File: config.mk
export PLATFORM = sky130hd
export DESIGN_NAME = scalar_kalman_filter
export DESIGN_NICKNAME = d
export VERILOG_FILES = /design/src/rtl/skf_pkg.sv /design/src/rtl/skf_cfg.sv /design/src/rtl/skf_addsub.sv /design/src/rtl/skf_core.sv /design/src/rtl/scalar_kalman_filter.sv
export VERILOG_INCLUDE_DIRS = /design/src /design/src/rtl
export SDC_FILE = /design/constraint.sdc
export NUM_CORES = 1
export LEC_CHECK = 0
export BUFFER_PORTS_ARGS = -buffer_cell sky130_fd_sc_hd__buf_2
export CORE_ASPECT_RATIO = 0.8
export CORE_MARGIN = 5
export CORE_UTILIZATION = 45
export DETAILED_ROUTE_END_ITERATION = 12
export GPL_TIMING_DRIVEN = 0
export PLACE_DENSITY = 0.67
export REMOVE_ABC_BUFFERS = 1
export SETUP_SLACK_MARGIN = 0.05
export SLEW_MARGIN = 30
export SYNTH_ARGS = -nofsm -noshare
export SYNTH_HDL_FRONTEND = slang
export SYNTH_SLANG_ARGS = --single-unit
File: constraint.sdc
create_clock -name clk -period 18.5 [get_ports clk]
set_clock_uncertainty 0.15 [all_clocks]
set_input_delay 1.85 -clock clk [delete_from_list [all_inputs] [get_ports clk]]
set_output_delay 1.85 -clock clk [all_outputs]
set_load 0.005 [all_outputs]
File: src/rtl/assert_macros.svh
// ----------------------------------------------------------------------------
// Assertion macros
// Clocked assertion wrappers used by the filter core. Both expect signals
// named clk and arst_n in the scope where they are used.
// ----------------------------------------------------------------------------
`ifndef ASSERT_MACROS_SVH
`define ASSERT_MACROS_SVH
`ifndef ASSERT_OFF
// The property must hold at every clock edge outside reset.
`define ASSERT_CLK(lbl, prop) \
	lbl: assert property (@(posedge clk) disable iff (!arst_n) (prop)) \
		else $error("assertion failed");
// The expression must never be true at a clock edge outside reset.
`define ASSERT_NEVER(lbl, expr) \
	lbl: assert property (@(posedge clk) disable iff (!arst_n) !(expr)) \
		else $error("assertion failed");
`else
`define ASSERT_CLK(lbl, prop)
`define ASSERT_NEVER(lbl, expr)
`endif
`endif

File: src/rtl/skf_pkg.sv
// ----------------------------------------------------------------------------
// Scalar Kalman filter package
// Default widths, register reset values and register index codes.
// ----------------------------------------------------------------------------
package skf_pkg;

	// Default fixed-point format: Q15.16 data, Q1.16 gain.
	localparam int FRAC_BITS_DEF  = 16;
	localparam int DATA_WIDTH_DEF = 32;

	// Register reset values.
	localparam longint unsigned Q_RESET    = 655;
	localparam longint unsigned R_RESET    = 6554;
	localparam longint unsigned INIT_RESET = 0;

	// Register index codes, taken from the word address.
	localparam int REG_IDX_W = 2;
	localparam logic [REG_IDX_W-1:0] REG_Q    = 2'd0;
	localparam logic [REG_IDX_W-1:0] REG_R    = 2'd1;
	localparam logic [REG_IDX_W-1:0] REG_INIT = 2'd2;

endpackage

File: src/rtl/skf_cfg.sv
// ----------------------------------------------------------------------------
// Configuration registers
// APB-style register file holding Q, R and the starting estimate. Any write
// to a known register also restarts the filter state.
// ----------------------------------------------------------------------------
module skf_cfg #(
	parameter int DATA_WIDTH = skf_pkg::DATA_WIDTH_DEF,
	parameter int PDATA_W    = 32,
	parameter int ADDR_LSB   = 2,
	localparam int PADDR_W   = ADDR_LSB + skf_pkg::REG_IDX_W
) (
	input  logic                  clk,
	input  logic                  arst_n,
	input  logic                  psel,
	input  logic                  penable,
	input  logic                  pwrite,
	input  logic [PADDR_W-1:0]    paddr,
	input  logic [PDATA_W-1:0]    pwdata,
	output logic [PDATA_W-1:0]    prdata,
	output logic [DATA_WIDTH-1:0] process_noise,
	output logic [DATA_WIDTH-1:0] measurement_noise,
	output logic [DATA_WIDTH-1:0] init_next,
	output logic                  restart
);
	import skf_pkg::*;

	logic [REG_IDX_W-1:0]  idx;
	logic                  wr;
	logic [DATA_WIDTH-1:0] q_q;
	logic [DATA_WIDTH-1:0] r_q;
	logic [DATA_WIDTH-1:0] init_q;

	// Word decode; the low byte-offset bits are ignored.
	assign idx = paddr[PADDR_W-1:ADDR_LSB];
	assign wr  = psel & penable & pwrite;

	// Register writes.
	always_ff @(posedge clk or negedge arst_n) begin
		if (!arst_n) begin
			q_q    <= DATA_WIDTH'(Q_RESET);
			r_q    <= DATA_WIDTH'(R_RESET);
			init_q <= DATA_WIDTH'(INIT_RESET);
		end else if (wr) begin
			unique case (idx)
				REG_Q:    q_q    <= pwdata[DATA_WIDTH-1:0];
				REG_R:    r_q    <= pwdata[DATA_WIDTH-1:0];
				REG_INIT: init_q <= pwdata[DATA_WIDTH-1:0];
				default: ;
			endcase
		end
	end

	// Read-back mux.
	always_comb begin
		unique case (idx)
			REG_Q:    prdata = PDATA_W'(q_q);
			REG_R:    prdata = PDATA_W'(r_q);
			REG_INIT: prdata = PDATA_W'(init_q);
			default:  prdata = '0;
		endcase
	end

	// A write to a known register reloads the estimate and the covariance.
	// The new starting value is forwarded so the reload sees it at once.
	assign restart = wr & ((idx == REG_Q) || (idx == REG_R) || (idx == REG_INIT));
	assign init_next = (wr && (idx == REG_INIT)) ? pwdata[DATA_WIDTH-1:0] : init_q;
	assign process_noise     = q_q;
	assign measurement_noise = r_q;

endmodule

File: src/rtl/skf_addsub.sv
// ----------------------------------------------------------------------------
// Shared adder
// The single add/subtract unit reused by every step of the filter update.
// The carry out doubles as the unsigned "a >= b" flag when subtracting.
// ----------------------------------------------------------------------------
module skf_addsub #(
	parameter int W = 34
) (
	input  logic [W-1:0] a,
	input  logic [W-1:0] b,
	input  logic         sub,
	output logic [W-1:0] sum,
	output logic         carry
);
	logic [W:0] full;

	// Subtraction is a plus the inverted b plus one.
	assign full  = {1'b0, a} + {1'b0, b ^ {W{sub}}} + (W+1)'(sub);
	assign sum   = full[W-1:0];
	assign carry = full[W];

endmodule

File: src/rtl/skf_core.sv
// ----------------------------------------------------------------------------
// Filter sequencer and datapath
// Steps one measurement through predict, gain division, correction and
// covariance scaling, all on the shared adder, and holds the result word.
// ----------------------------------------------------------------------------
`include "assert_macros.svh"

module skf_core #(
	parameter int FRAC_BITS  = skf_pkg::FRAC_BITS_DEF,
	parameter int DATA_WIDTH = skf_pkg::DATA_WIDTH_DEF
) (
	input  logic                  clk,
	input  logic                  arst_n,
	input  logic                  in_valid,
	output logic                  in_ready,
	input  logic [DATA_WIDTH-1:0] sample,
	input  logic [DATA_WIDTH-1:0] process_noise,
	input  logic [DATA_WIDTH-1:0] measurement_noise,
	input  logic [DATA_WIDTH-1:0] init_next,
	input  logic                  restart,
	output logic                  out_valid,
	input  logic                  out_ready,
	output logic [DATA_WIDTH-1:0] estimate,
	output logic [FRAC_BITS:0]    gain,
	output logic [DATA_WIDTH-1:0] covariance
);
	import skf_pkg::*;

	localparam int DW = DATA_WIDTH;
	localparam int GW = FRAC_BITS + 1;
	localparam int MW = DATA_WIDTH + 1;
	localparam int AW = ((DATA_WIDTH > FRAC_BITS) ? DATA_WIDTH : FRAC_BITS) + 2;
	localparam int CW = $clog2(GW + 1);
	localparam logic [GW-1:0] GAIN_ONE = {1'b1, {FRAC_BITS{1'b0}}};
	localparam logic [DW-1:0] COV_ONE  = (FRAC_BITS >= DATA_WIDTH) ?
		{DW{1'b1}} : (DW'(1) << FRAC_BITS);

	typedef enum logic [10:0] {
		S_IDLE = 11'b000_0000_0001,
		S_PRED = 11'b000_0000_0010,
		S_DEN  = 11'b000_0000_0100,
		S_DIV  = 11'b000_0000_1000,
		S_DIFF = 11'b000_0001_0000,
		S_ABS  = 11'b000_0010_0000,
		S_MUL1 = 11'b000_0100_0000,
		S_EST  = 11'b000_1000_0000,
		S_CGN  = 11'b001_0000_0000,
		S_MUL2 = 11'b010_0000_0000,
		S_FIN  = 11'b100_0000_0000
	} state_t;

	state_t         state_q;
	logic [CW-1:0]  cnt_q;
	logic [DW-1:0]  est_q;
	logic [DW-1:0]  cov_st_q;
	logic [DW-1:0]  z_q;
	logic [DW-1:0]  p_q;
	logic [MW-1:0]  den_q;
	logic [AW-1:0]  rem_q;
	logic [GW-1:0]  gain_q;
	logic           neg_q;
	logic [MW-1:0]  mcand_q;
	logic [MW-1:0]  hi_q;
	logic [GW-1:0]  lo_q;
	logic           out_valid_q;
	logic [DW-1:0]  out_est_q;
	logic [GW-1:0]  out_gain_q;
	logic [DW-1:0]  out_cov_q;

	logic [AW-1:0]       op_a;
	logic [AW-1:0]       op_b;
	logic                op_sub;
	logic [AW-1:0]       sum;
	logic                carry;
	logic [MW+GW-1:0]    prod;
	logic [MW-1:0]       corr;
	logic                load_out;

	// Product of the serial multiplier and its two scaled views.
	assign prod = {hi_q, lo_q};
	assign corr = prod[FRAC_BITS +: MW];
	assign load_out = (state_q == S_FIN) && (!out_valid_q || out_ready);

	// Operand selection for the shared adder.
	always_comb begin
		op_a   = '0;
		op_b   = '0;
		op_sub = 1'b0;
		unique case (state_q) inside
			S_PRED: begin
				op_a = AW'(cov_st_q);
				op_b = AW'(process_noise);
			end
			S_DEN: begin
				op_a = AW'(p_q);
				op_b = AW'(measurement_noise);
			end
			S_DIV: begin
				op_a   = rem_q << 1;
				op_b   = AW'(den_q);
				op_sub = 1'b1;
			end
			S_DIFF: begin
				op_a   = {{(AW-DW){z_q[DW-1]}}, z_q};
				op_b   = {{(AW-DW){est_q[DW-1]}}, est_q};
				op_sub = 1'b1;
			end
			S_ABS: begin
				op_b   = {{(AW-MW){mcand_q[MW-1]}}, mcand_q};
				op_sub = 1'b1;
			end
			S_MUL1, S_MUL2: begin
				op_a = AW'(hi_q);
				op_b = lo_q[0] ? AW'(mcand_q) : '0;
			end
			S_EST: begin
				op_a   = {{(AW-DW){est_q[DW-1]}}, est_q};
				op_b   = AW'(corr);
				op_sub = neg_q;
			end
			S_CGN: begin
				op_a   = AW'(GAIN_ONE);
				op_b   = AW'(gain_q);
				op_sub = 1'b1;
			end
			default: ;
		endcase
	end

	skf_addsub #(
		.W(AW)
	) u_addsub (
		.a     (op_a),
		.b     (op_b),
		.sub   (op_sub),
		.sum   (sum),
		.carry (carry)
	);

	// Sequencer, filter state and output valid.
	always_ff @(posedge clk or negedge arst_n) begin
		if (!arst_n) begin
			state_q     <= S_IDLE;
			cnt_q       <= '0;
			est_q       <= DW'(INIT_RESET);
			cov_st_q    <= COV_ONE;
			out_valid_q <= 1'b0;
		end else begin
			if (out_valid_q && out_ready && !load_out) begin
				out_valid_q <= 1'b0;
			end
			unique case (state_q)
				S_IDLE: begin
					if (in_valid) begin
						state_q <= S_PRED;
					end
				end
				S_PRED: state_q <= S_DEN;
				S_DEN: begin
					cnt_q   <= CW'(FRAC_BITS);
					state_q <= (measurement_noise == '0) ? S_DIFF : S_DIV;
				end
				S_DIV: begin
					cnt_q <= cnt_q - CW'(1);
					if (cnt_q == CW'(1)) begin
						state_q <= S_DIFF;
					end
				end
				S_DIFF: state_q <= S_ABS;
				S_ABS: begin
					cnt_q   <= CW'(GW);
					state_q <= S_MUL1;
				end
				S_MUL1: begin
					cnt_q <= cnt_q - CW'(1);
					if (cnt_q == CW'(1)) begin
						state_q <= S_EST;
					end
				end
				S_EST: begin
					est_q   <= sum[DW-1:0];
					state_q <= S_CGN;
				end
				S_CGN: begin
					cnt_q   <= CW'(GW);
					state_q <= S_MUL2;
				end
				S_MUL2: begin
					cnt_q <= cnt_q - CW'(1);
					if (cnt_q == CW'(1)) begin
						state_q <= S_FIN;
					end
				end
				S_FIN: begin
					if (load_out) begin
						cov_st_q    <= prod[FRAC_BITS +: DW];
						out_valid_q <= 1'b1;
						state_q     <= S_IDLE;
					end
				end
				default: state_q <= S_IDLE;
			endcase
			// A register write reloads the state; the user must write only while idle, the block does not enforce it.
			if (restart) begin
				est_q    <= init_next;
				cov_st_q <= COV_ONE;
			end
		end
	end

	// Datapath registers.
	always_ff @(posedge clk) begin
		unique case (state_q) inside
			S_IDLE: begin
				if (in_valid) begin
					z_q <= sample;
				end
			end
			S_PRED: begin
				// Saturate P + Q at the largest covariance.
				p_q <= sum[DW] ? {DW{1'b1}} : sum[DW-1:0];
			end
			S_DEN: begin
				den_q  <= sum[MW-1:0];
				rem_q  <= AW'(p_q);
				if (measurement_noise == '0) begin
					gain_q <= (p_q != '0) ? GAIN_ONE : '0;
				end else begin
					gain_q <= '0;
				end
			end
			S_DIV: begin
				// One restoring-division step per cycle.
				gain_q <= {gain_q[GW-2:0], carry};
				rem_q  <= carry ? sum : (rem_q << 1);
			end
			S_DIFF: mcand_q <= sum[MW-1:0];
			S_ABS: begin
				neg_q <= mcand_q[MW-1];
				if (mcand_q[MW-1]) begin
					mcand_q <= sum[MW-1:0];
				end
				hi_q <= '0;
				lo_q <= gain_q;
			end
			S_MUL1, S_MUL2: begin
				// Shift-add multiply, multiplier bits taken from the low end.
				hi_q <= sum[MW:1];
				lo_q <= {sum[0], lo_q[GW-1:1]};
			end
			S_CGN: begin
				lo_q    <= sum[GW-1:0];
				hi_q    <= '0;
				mcand_q <= MW'(p_q);
			end
			S_FIN: begin
				if (load_out) begin
					out_est_q  <= est_q;
					out_gain_q <= gain_q;
					out_cov_q  <= prod[FRAC_BITS +: DW];
				end
			end
			default: ;
		endcase
	end

	assign in_ready   = (state_q == S_IDLE);
	assign out_valid  = out_valid_q;
	assign estimate   = out_est_q;
	assign gain       = out_gain_q;
	assign covariance = out_cov_q;

	`ASSERT_CLK(a_accept_starts, (in_valid && in_ready) |=> (state_q == S_PRED))
	`ASSERT_NEVER(a_gain_range, (state_q == S_FIN) && (gain_q > GAIN_ONE))
	`ASSERT_CLK(a_hold_result, (state_q == S_FIN && out_valid_q && !out_ready) |=> (state_q == S_FIN))
	`ASSERT_CLK(a_div_count, (state_q == S_DIV) |-> (cnt_q != '0 && cnt_q <= CW'(FRAC_BITS)))

endmodule

File: src/rtl/scalar_kalman_filter.sv
// ----------------------------------------------------------------------------
// Scalar Kalman filter
// Constant-state one-dimensional Kalman filter in fixed point. Each sample
// yields the new estimate, the gain used and the updated covariance.
//
//   Port group   Dir   Word contents
//   s_axis_*     in    sample (signed, DATA_WIDTH bits)
//   m_axis_*     out   estimate, gain (FRAC_BITS+1 bits), covariance
//   APB          in    process noise Q, measurement noise R, initial estimate
//
// Each sample passes through the serial divider, skipped when R is zero,
// and the two serial multiplies on the single shared adder. s_axis_tready
// is low while a sample is being worked on.
// A finished word waits in the output register while m_axis_tready is low;
// the next sample is taken meanwhile, and it stalls at its end until the
// register frees. Reset and any register write reload the estimate from
// the initial estimate register and set the covariance to 1.0.
// ----------------------------------------------------------------------------
module scalar_kalman_filter #(
	parameter int FRAC_BITS  = skf_pkg::FRAC_BITS_DEF,
	parameter int DATA_WIDTH = skf_pkg::DATA_WIDTH_DEF,
	localparam int IN_W      = ((DATA_WIDTH + 7) / 8) * 8,
	localparam int OUT_W     = ((2 * DATA_WIDTH + FRAC_BITS + 1 + 7) / 8) * 8,
	localparam int PDATA_W   = (DATA_WIDTH > 32) ? 64 : 32,
	localparam int ADDR_LSB  = (DATA_WIDTH > 32) ? 3 : 2,
	localparam int PADDR_W   = ADDR_LSB + skf_pkg::REG_IDX_W
) (
	input  logic               clk,
	input  logic               arst_n,
	input  logic               s_axis_tvalid,
	output logic               s_axis_tready,
	input  logic [IN_W-1:0]    s_axis_tdata,   // sample
	output logic               m_axis_tvalid,
	input  logic               m_axis_tready,
	output logic [OUT_W-1:0]   m_axis_tdata,   // estimate, gain, covariance
	input  logic               psel,
	input  logic               penable,
	input  logic               pwrite,
	input  logic [PADDR_W-1:0] paddr,
	input  logic [PDATA_W-1:0] pwdata,
	output logic [PDATA_W-1:0] prdata,
	output logic               pready
);
	import skf_pkg::*;

	logic [DATA_WIDTH-1:0] q_cfg;
	logic [DATA_WIDTH-1:0] r_cfg;
	logic [DATA_WIDTH-1:0] init_next;
	logic                  restart;
	logic [DATA_WIDTH-1:0] estimate;
	logic [FRAC_BITS:0]    gain;
	logic [DATA_WIDTH-1:0] covariance;

	assign pready = 1'b1;

	// Register file.
	skf_cfg #(
		.DATA_WIDTH (DATA_WIDTH),
		.PDATA_W    (PDATA_W),
		.ADDR_LSB   (ADDR_LSB)
	) u_cfg (
		.clk               (clk),
		.arst_n            (arst_n),
		.psel              (psel),
		.penable           (penable),
		.pwrite            (pwrite),
		.paddr             (paddr),
		.pwdata            (pwdata),
		.prdata            (prdata),
		.process_noise     (q_cfg),
		.measurement_noise (r_cfg),
		.init_next         (init_next),
		.restart           (restart)
	);

	// Filter engine.
	skf_core #(
		.FRAC_BITS  (FRAC_BITS),
		.DATA_WIDTH (DATA_WIDTH)
	) u_core (
		.clk               (clk),
		.arst_n            (arst_n),
		.in_valid          (s_axis_tvalid),
		.in_ready          (s_axis_tready),
		.sample            (s_axis_tdata[DATA_WIDTH-1:0]),
		.process_noise     (q_cfg),
		.measurement_noise (r_cfg),
		.init_next         (init_next),
		.restart           (restart),
		.out_valid         (m_axis_tvalid),
		.out_ready         (m_axis_tready),
		.estimate          (estimate),
		.gain              (gain),
		.covariance        (covariance)
	);

	// Result word, estimate in the low bits, padded with zeros to bytes.
	assign m_axis_tdata = OUT_W'({covariance, gain, estimate});

endmodule
==> flow_summary.yaml, run 1 <==
status:
  run_status: "complete, no violations"
setup_path:
  regToRegSetupSlack_ps: 10670
  endpoint_kind: "flip-flop"
  crit-reg2reg-launch: "u_core.state_q[9]"
  critical_path.slowest_cell: "sky130_fd_sc_hd__a2111oi_4"
  timing.setup.critical_path_class: "flip-flop to flip-flop"
  timing.critical_path.from_type: "flip-flop"
  r2r.worst_path.cells: 22
  r2r-end: "u_core.p_q[16]"
  crit_path_frequent_cell: "sky130_fd_sc_hd__buf_8"
  cp_cell_sequence: "or3_1 > or3_4 > buf_16 > clkinv_4 > a2111oi_4 > buf_4 > nand4_2 > o21ai_0 > inv_1 > fa_1 > a211oi_1 > o21ai_1 > nor3b_1 > and4b_1 > o31a_1 > a31o_2 > and3_1 > o41a_1 > xnor2_4 > buf_8 > buf_8 > nand2_1"
  critical_path_required_ps: 18660
  critical_path_peak_fanout: 78
  critical_path.max_stage_delay_ps: 760
  cp_data_arrival_time_ps: 7990
cells_and_area:
  layout-drive-gt1-share_pct: 22.4
  nFillCells: 4425
  ff_latch_area_mm2: 0.0138
  multi_input_gate_area_mm2: 0.00912
  num-nets-final: 2349
  areaGrowthSynthToFinish_pct: 18.0
timing:
  rsz0062_at_grt: "false"
  worst-slew-pin-transition_ps: 805
  final_period_minus_worst_setup_slack_ps: 7830
  layout_worst_path_cycle_share_pct: 42.3
  tns_ps: 0
  slew_headroom_pct: 45.9
  final-setup-viol-count: 0
  final_max_slew_viol_count: 0
  timing_hold_violations_final: 0
  max_clock_freq_mhz: 128
  hold_ws_ps: 351
routing:
  detailroute.via_count: 18300
  drt_wl_total_um: 74800
  drt-vias-per-instance: 6.16
  met1_length_um: 31300
  drt_drc_violations_left: 0
  detailroute.wirelength.met3_um: 8280
  route.detailed.wl_per_inst_um: 25.1
  drt_pass1_iterations: 6
  routed-wl-met2_um: 32700
  first_iter_violations: 2545
  topRoutingLayerUsed: "met5"
  drtAntennaViolNets: 0
placed_design:
  portBuffers: 187
  dp_hpwl_um: 51300
  routabilityCongestion: 0.884
logic_synthesis:
  ys_seq_elements: 489
  edff_count_synth: 312
  yosys_most_used_dff: "sky130_fd_sc_hd__edfxtp_1"
  synthMostInstantiatedCell: "sky130_fd_sc_hd__edfxtp_1"
  synth_commonest_cells: "312 x sky130_fd_sc_hd__edfxtp_1, 282 x sky130_fd_sc_hd__nand2_1, 162 x sky130_fd_sc_hd__dfrtp_1"
  synth.top_cell.area_share_pct: 39.8
  synth_area_per_cell_um2: 11.4
  ffs_w_async_s_r_synth_pct: 36.2
  synth_sequential_area_ratio_pct: 58.7
  synth_area_leader_cell: "sky130_fd_sc_hd__edfxtp_1"
  synthesis.instances: 2058
  netlist_top_cells_area: "sky130_fd_sc_hd__edfxtp_1 40%, sky130_fd_sc_hd__dfrtp_1 17%, sky130_fd_sc_hd__a22oi_1 5.0%"
  synth-warning-count: 0
  post_synth_num_cell_types: 79
  synth_area_mm2: 0.0235
global_routing:
  grt.overflow.total: 0
  vias_in_the_first_global_route: 18000
  grt_use_total_pct: 25.5
  wire_length_of_the_first_global_routing_pass_um: 113000
  pin_count_of_the_biggest_net_entering_global_routing: 85
  grt_antenna_before_repair: 5
clocking:
  clock_root_cell: "sky130_fd_sc_hd__clkbuf_16"
  post-cts-setup-buffer-count: 0
  cts.hold.buffers_added: 0
  clock_insertion_delay_at_the_later_pin_of_the_skew_report_ps: 610
  htree_levels: 2
  cts_repair_resize_count: 0
  tritoncts: "built"
  cts.path.max_buffers: 3
  clk_pin_slew_ps: 60
  cts_buffers: 50
  cts.sink_count: 489
pwr:
  power_report.internal_total_mw: 2.22
  clock_share_of_power_pct: 34.5
  power_per_cell_area_mw_per_mm2: 113
  leakage_nw: 11.3
  power.switching_mw: 0.922
  max-vdd-ir-drop_mv: 0.0578
  power.combinational.fraction_pct: 18.6
  switching_fraction_pct: 29.4
  design_power_total_mw: 3.14
  pwr-share-seq_pct: 46.9
hold_path:
  hold_path.startpoint: "u_core.cov_st_q[16]"
  min_to: "u_core.cov_st_q[16]"
  hold_depth: 2
  min_path_type: "flip-flop to flip-flop"
floorplanning:
  start_util_pct: 45.2
  dieHeight_um: 215
  design.portCount: 198
  floorplan.die_area_mm2: 0.0570
  core_region_area_mm2: 0.0521
  fp-row-count: 75
  horiz_die_dim_um: 266
job:
  drv_cap: 0
## worst max-delay path, delay by kind of cell (launching register included)
kind            cells  cell delay (ps)
xor+xnor            1              430
buf+inv             6             1670
compound gates      7             2560
simple gates        7             1640
fa+ha+maj           1              510
flops               1              500
## sequential cells by signal, summed over array words and instances (netlist names)
register                 count
u_cfg.process_noise         32
u_core.out_valid             1
u_core.est_q                32
u_core.cnt_q                 5
u_core.neg_q                 1
u_core.p_q                  32
u_core.lo_q                 17
u_core.cov_st_q             32
u_cfg.measurement_noise     32
u_core.rem_q                33
u_core.covariance           32
u_core.hi_q                 33
u_core.gain                 17
u_core.z_q                  32
u_cfg.init_q                32
u_core.state_q              11
u_core.gain_q               17
u_core.den_q                33
u_core.estimate             32
u_core.mcand_q              33
## worst max path at each step
stage                 startpoint          endpoint  slack, ps
6_report       u_core.state_q[9]    u_core.p_q[16]      10670
5_1_grt        u_core.state_q[9]    u_core.p_q[12]      10390
4_1_cts        u_core.state_q[9]     u_core.p_q[4]      10820
3_5_place_dp   u_core.state_q[9]     u_core.p_q[7]      10840
3_3_place_gp   u_core.state_q[3]  u_core.rem_q[32]        260
2_1_floorplan  u_core.state_q[9]  u_core.rem_q[32]       8050
## layer usage
metal	global-route usage, %	up-vias
met5	0	-
met4	8.65	4
met3	5.61	172
met2	37.6	1113
met1	37.6	9048
li1	-	8009
## metrics by stage
step	cell area, µm²	setup WS [ps]	util, %	std cells
CTS	27800	10820	53.3	2973
global route	27800	10390	53.4	2975
floorplan	23000	8050	-	1922
global placement	24800	258	47.6	2802
detailed placement	26000	10840	50.0	2879
finish	27800	10670	53.4	2976
## power groups by stage
| stage | sequential [mW] | clock, mW | combinational (mW) |
|---|---|---|---|
| 6_report | 1.47 | 1.08 | 0.585 |
| 5_1_grt | 1.48 | 1.14 | 0.645 |
| 4_1_cts | 1.47 | 1.10 | 0.581 |
| 3_5_place_dp | 1.49 | 0 | 0.578 |
| 3_3_place_gp | 1.49 | 0 | 0.531 |
| 2_1_floorplan | 1.44 | 0 | 0.380 |
## layout make-up
type	instances	area share (%)
flip-flops and latches	489	49.7
multi-input cells	1379	32.8
repair buffers	264	7.25
clock buffers	68	5.15
well taps	693	3.12
clock inverters	26	1.13
inverters	54	0.774
diodes	3	0.0270
## cell usage in the layout, fill, tap and decap left out, types with 13 or more instances in the layout
master and instances:
sky130_fd_sc_hd__a21o_1 17, sky130_fd_sc_hd__a21oi_1 104, sky130_fd_sc_hd__a222oi_1 28, sky130_fd_sc_hd__a22oi_1 157, sky130_fd_sc_hd__and2_1 19, sky130_fd_sc_hd__buf_16 15
sky130_fd_sc_hd__buf_2 184, sky130_fd_sc_hd__buf_4 38, sky130_fd_sc_hd__buf_6 13, sky130_fd_sc_hd__clkbuf_16 53, sky130_fd_sc_hd__dfrtp_1 162, sky130_fd_sc_hd__dfstp_2 15
sky130_fd_sc_hd__edfxtp_1 312, sky130_fd_sc_hd__ha_1 35, sky130_fd_sc_hd__inv_1 49, sky130_fd_sc_hd__mux2_2 101, sky130_fd_sc_hd__mux2i_1 61, sky130_fd_sc_hd__nand2_1 280
sky130_fd_sc_hd__nand3_1 58, sky130_fd_sc_hd__nand4_1 14, sky130_fd_sc_hd__nor2_1 103, sky130_fd_sc_hd__nor4_1 25, sky130_fd_sc_hd__o21ai_0 146, sky130_fd_sc_hd__xnor2_1 49
## cells by family after synthesis
group           synth area share (%)
compound gates                  14.7
xor+xnor                        2.48
fa+ha+maj                       1.94
buf+inv                         3.35
flops                           58.7
mux                             7.42
other cells                   0.0319
simple gates                    11.4
No activity file was read; power rests on OpenSTA's default activity.
==> run 2: changes to the inputs <==
--- a/config.mk
+++ b/config.mk
@@ -12,7 +12,7 @@
 export CORE_UTILIZATION = 45
 export DETAILED_ROUTE_END_ITERATION = 12
 export GPL_TIMING_DRIVEN = 0
-export PLACE_DENSITY = 0.67
+export PLACE_DENSITY = 0.69
 export REMOVE_ABC_BUFFERS = 1
 export SETUP_SLACK_MARGIN = 0.05
 export SLEW_MARGIN = 30
==> constraint.sdc (replaced) <==
create_clock -name clk -period 6.98 [get_ports clk]
set_clock_uncertainty 0.15 [all_clocks]
set_input_delay 0.698 -clock clk [delete_from_list [all_inputs] [get_ports clk]]
set_output_delay 0.698 -clock clk [all_outputs]
set_load 0.005 [all_outputs]
==> run 2 against run 1 <==
Non-clock buffer count increased by 1; sequential power increased to 2.7 times the previous value; count of clock-buffer cells in the layout increased by 12; cell area decreased by 0.18%; setup slack got worse by 10000 ps; wire length increased by 4.5%; combinational power increased to 2.8 times the previous value; flip-flop and latch count unchanged; critical path depth decreased by 2.
==> flow_summary.yaml, run 2 (synthesized netlist as in run 1, its figures left out) <==
status:
  run_status: "complete, no violations"
global_routing:
  vias_in_the_first_global_route: 18500
  wire_length_of_the_first_global_routing_pass_um: 117000
  grt_use_total_pct: 26.4
  pin_count_of_the_biggest_net_entering_global_routing: 83
  grt_antenna_before_repair: 6
  grt.overflow.total: 0
routing:
  first_iter_violations: 2642
  drt-vias-per-instance: 6.26
  drt_wl_total_um: 78200
  drt_drc_violations_left: 0
  drt_pass1_iterations: 7
  detailroute.via_count: 18600
  drtAntennaViolNets: 0
  route.detailed.wl_per_inst_um: 26.2
setup_path:
  cp_cell_sequence: "nor2_1 > and4_4 > buf_12 > buf_16 > a2111oi_4 > buf_4 > buf_4 > xnor2_1 > ha_1 > o21ai_0 > o21ai_1 > nor3b_1 > and4b_1 > o31a_1 > a31o_2 > a311o_1 > and2_4 > buf_12 > mux2_2 > and2_1"
  critical_path.max_stage_delay_ps: 660
  regToRegSetupSlack_ps: 240
  critical_path_peak_fanout: 53
  timing.critical_path.from_type: "flip-flop"
  critical_path_required_ps: 7180
  critical_path.slowest_cell: "sky130_fd_sc_hd__nor3b_1"
  endpoint_kind: "flip-flop"
  cp_data_arrival_time_ps: 6940
  timing.setup.critical_path_class: "flip-flop to flip-flop"
  worstPathBufferInverterCount: 5
  cpLargestDelayFamily: "simple AND/OR/NAND/NOR gates"
cells_and_area:
  final_cell_area_mm2: 0.0277
  layout-drive-gt1-share_pct: 22.5
  post_layout_nonfiller_instances: 2978
  num-nets-final: 2353
  final_common_cell: "sky130_fd_sc_hd__edfxtp_1"
  layout_common_cells: "312 x sky130_fd_sc_hd__edfxtp_1, 280 x sky130_fd_sc_hd__nand2_1, 184 x sky130_fd_sc_hd__buf_2, 160 x sky130_fd_sc_hd__dfrtp_1, 157 x sky130_fd_sc_hd__a22oi_1"
  areaGrowthSynthToFinish_pct: 17.8
pwr:
  power_per_cell_area_mw_per_mm2: 299
  power.switching_mw: 2.50
  max-vdd-ir-drop_mv: 0.188
  switching_fraction_pct: 30.1
  pwr-share-seq_pct: 47.3
  power.combinational.fraction_pct: 19.4
  leakage_nw: 11.2
  clock_share_of_power_pct: 33.3
  power_report.internal_total_mw: 5.79
floorplanning:
  floorplan.die_area_mm2: 0.0570
  core_region_area_mm2: 0.0521
  design.portCount: 198
  dieHeight_um: 215
  fp-row-count: 75
  horiz_die_dim_um: 266
  start_util_pct: 45.2
timing:
  timing_hold_violations_final: 0
  worst-slew-pin-transition_ps: 984
  rsz0062_at_grt: "false"
  layout_worst_path_cycle_share_pct: 96.5
  final_max_slew_viol_count: 0
  max_clock_freq_mhz: 148
  final-setup-viol-count: 0
  final_period_minus_worst_setup_slack_ps: 6740
  slew_headroom_pct: 33.8
clocking:
  cts.path.max_buffers: 3
  clk_pin_slew_ps: 60
  cts.sink_count: 489
  htree_levels: 2
  clock_root_cell: "sky130_fd_sc_hd__clkbuf_16"
  clock_insertion_delay_at_the_later_pin_of_the_skew_report_ps: 610
  tritoncts: "built"
  cts_buffers: 51
placed_design:
  dp_cell_count: 2873
  portBuffers: 187
  dp_hpwl_um: 51900
  detailed_place.area_mm2: 0.0259
  routabilityCongestion: 0.899
job:
  drv_cap: 0
hold_path:
  min_path_type: "input port to flip-flop"
run 2: power groups by stage:
| stage | clock, mW | combinational, mW | sequential [mW] |
|---|---|---|---|
| 5_1_grt | 2.91 | 1.76 | 3.94 |
| 3_3_place_gp | 0 | 1.42 | 3.96 |
| 6_report | 2.76 | 1.61 | 3.92 |
| 2_1_floorplan | 0 | 1.01 | 3.80 |
| 3_5_place_dp | 0 | 1.55 | 3.95 |
| 4_1_cts | 2.79 | 1.57 | 3.90 |
run 2: stage by stage:
stage | total power [mW] | utilization, % | setup TNS, ps | setup WS (ps) | hold slack (ps)
after detailed placement | 5.50 | 49.8 | -40050 | -1040 | 329
after CTS | 8.25 | 53.1 | 0 | 73.7 | 98.4
final | 8.29 | 53.3 | 0 | 244 | 119
after floorplan | 4.81 | - | -424860 | -3470 | 252
after global placement | 5.38 | 47.6 | -2610710 | -11410 | 327
after global routing | 8.61 | 53.3 | 0 | 63.9 | 110
run 2: worst paths after layout:
kind	startpoint	end	depth (start not counted)
max	u_core.state_q[1]	u_core.rem_q[32]	20
min	s_axis_tdata[1]	u_core.z_q[1]	1
max reg2reg	u_core.state_q[1]	u_core.rem_q[32]	20
min reg2reg	u_core.cov_st_q[16]	u_core.cov_st_q[16]	2
max in group asynchronous	arst_n	u_cfg.process_noise[9]	3
min in group asynchronous	arst_n	u_cfg.init_q[28]	2
run 2: layer usage:
layer  up-vias  wire, µm  global-route usage (%)  part of all wire, %
li1       8014         -                       -                    -
met1      9125     31600                    38.1                   40
met2      1292     34000                    39.0                   43
met3       211      9580                    6.47                   12
met4         6      2990                    9.30                  3.8
met5         -        39                       0                0.050
run 2: area by class of cell:
| class | instances | area (µm²) |
|---|---|---|
| Sequential cell | 489 | 13800 |
| Fill cell | 4386 | 24300 |
| Antenna cell | 1 | 2.50 |
| Clock inverter | 15 | 145 |
| Timing Repair Buffer | 265 | 1970 |
| Multi-Input combinational cell | 1381 | 9190 |
| Tap cell | 693 | 867 |
| Clock buffer | 80 | 1520 |
| Inverter | 54 | 236 |
run 2: repair_timing:
item | in CTS | in global routing
cloned | 1 | 1
setup endpoints to repair | 83 | 53
gates resized for setup | 4 | 10
hold buffers | 1 | 0
buffers inserted | 3 | 2
endpoints found under the hold margin | 14 | 0
pin swaps | 3 | 4
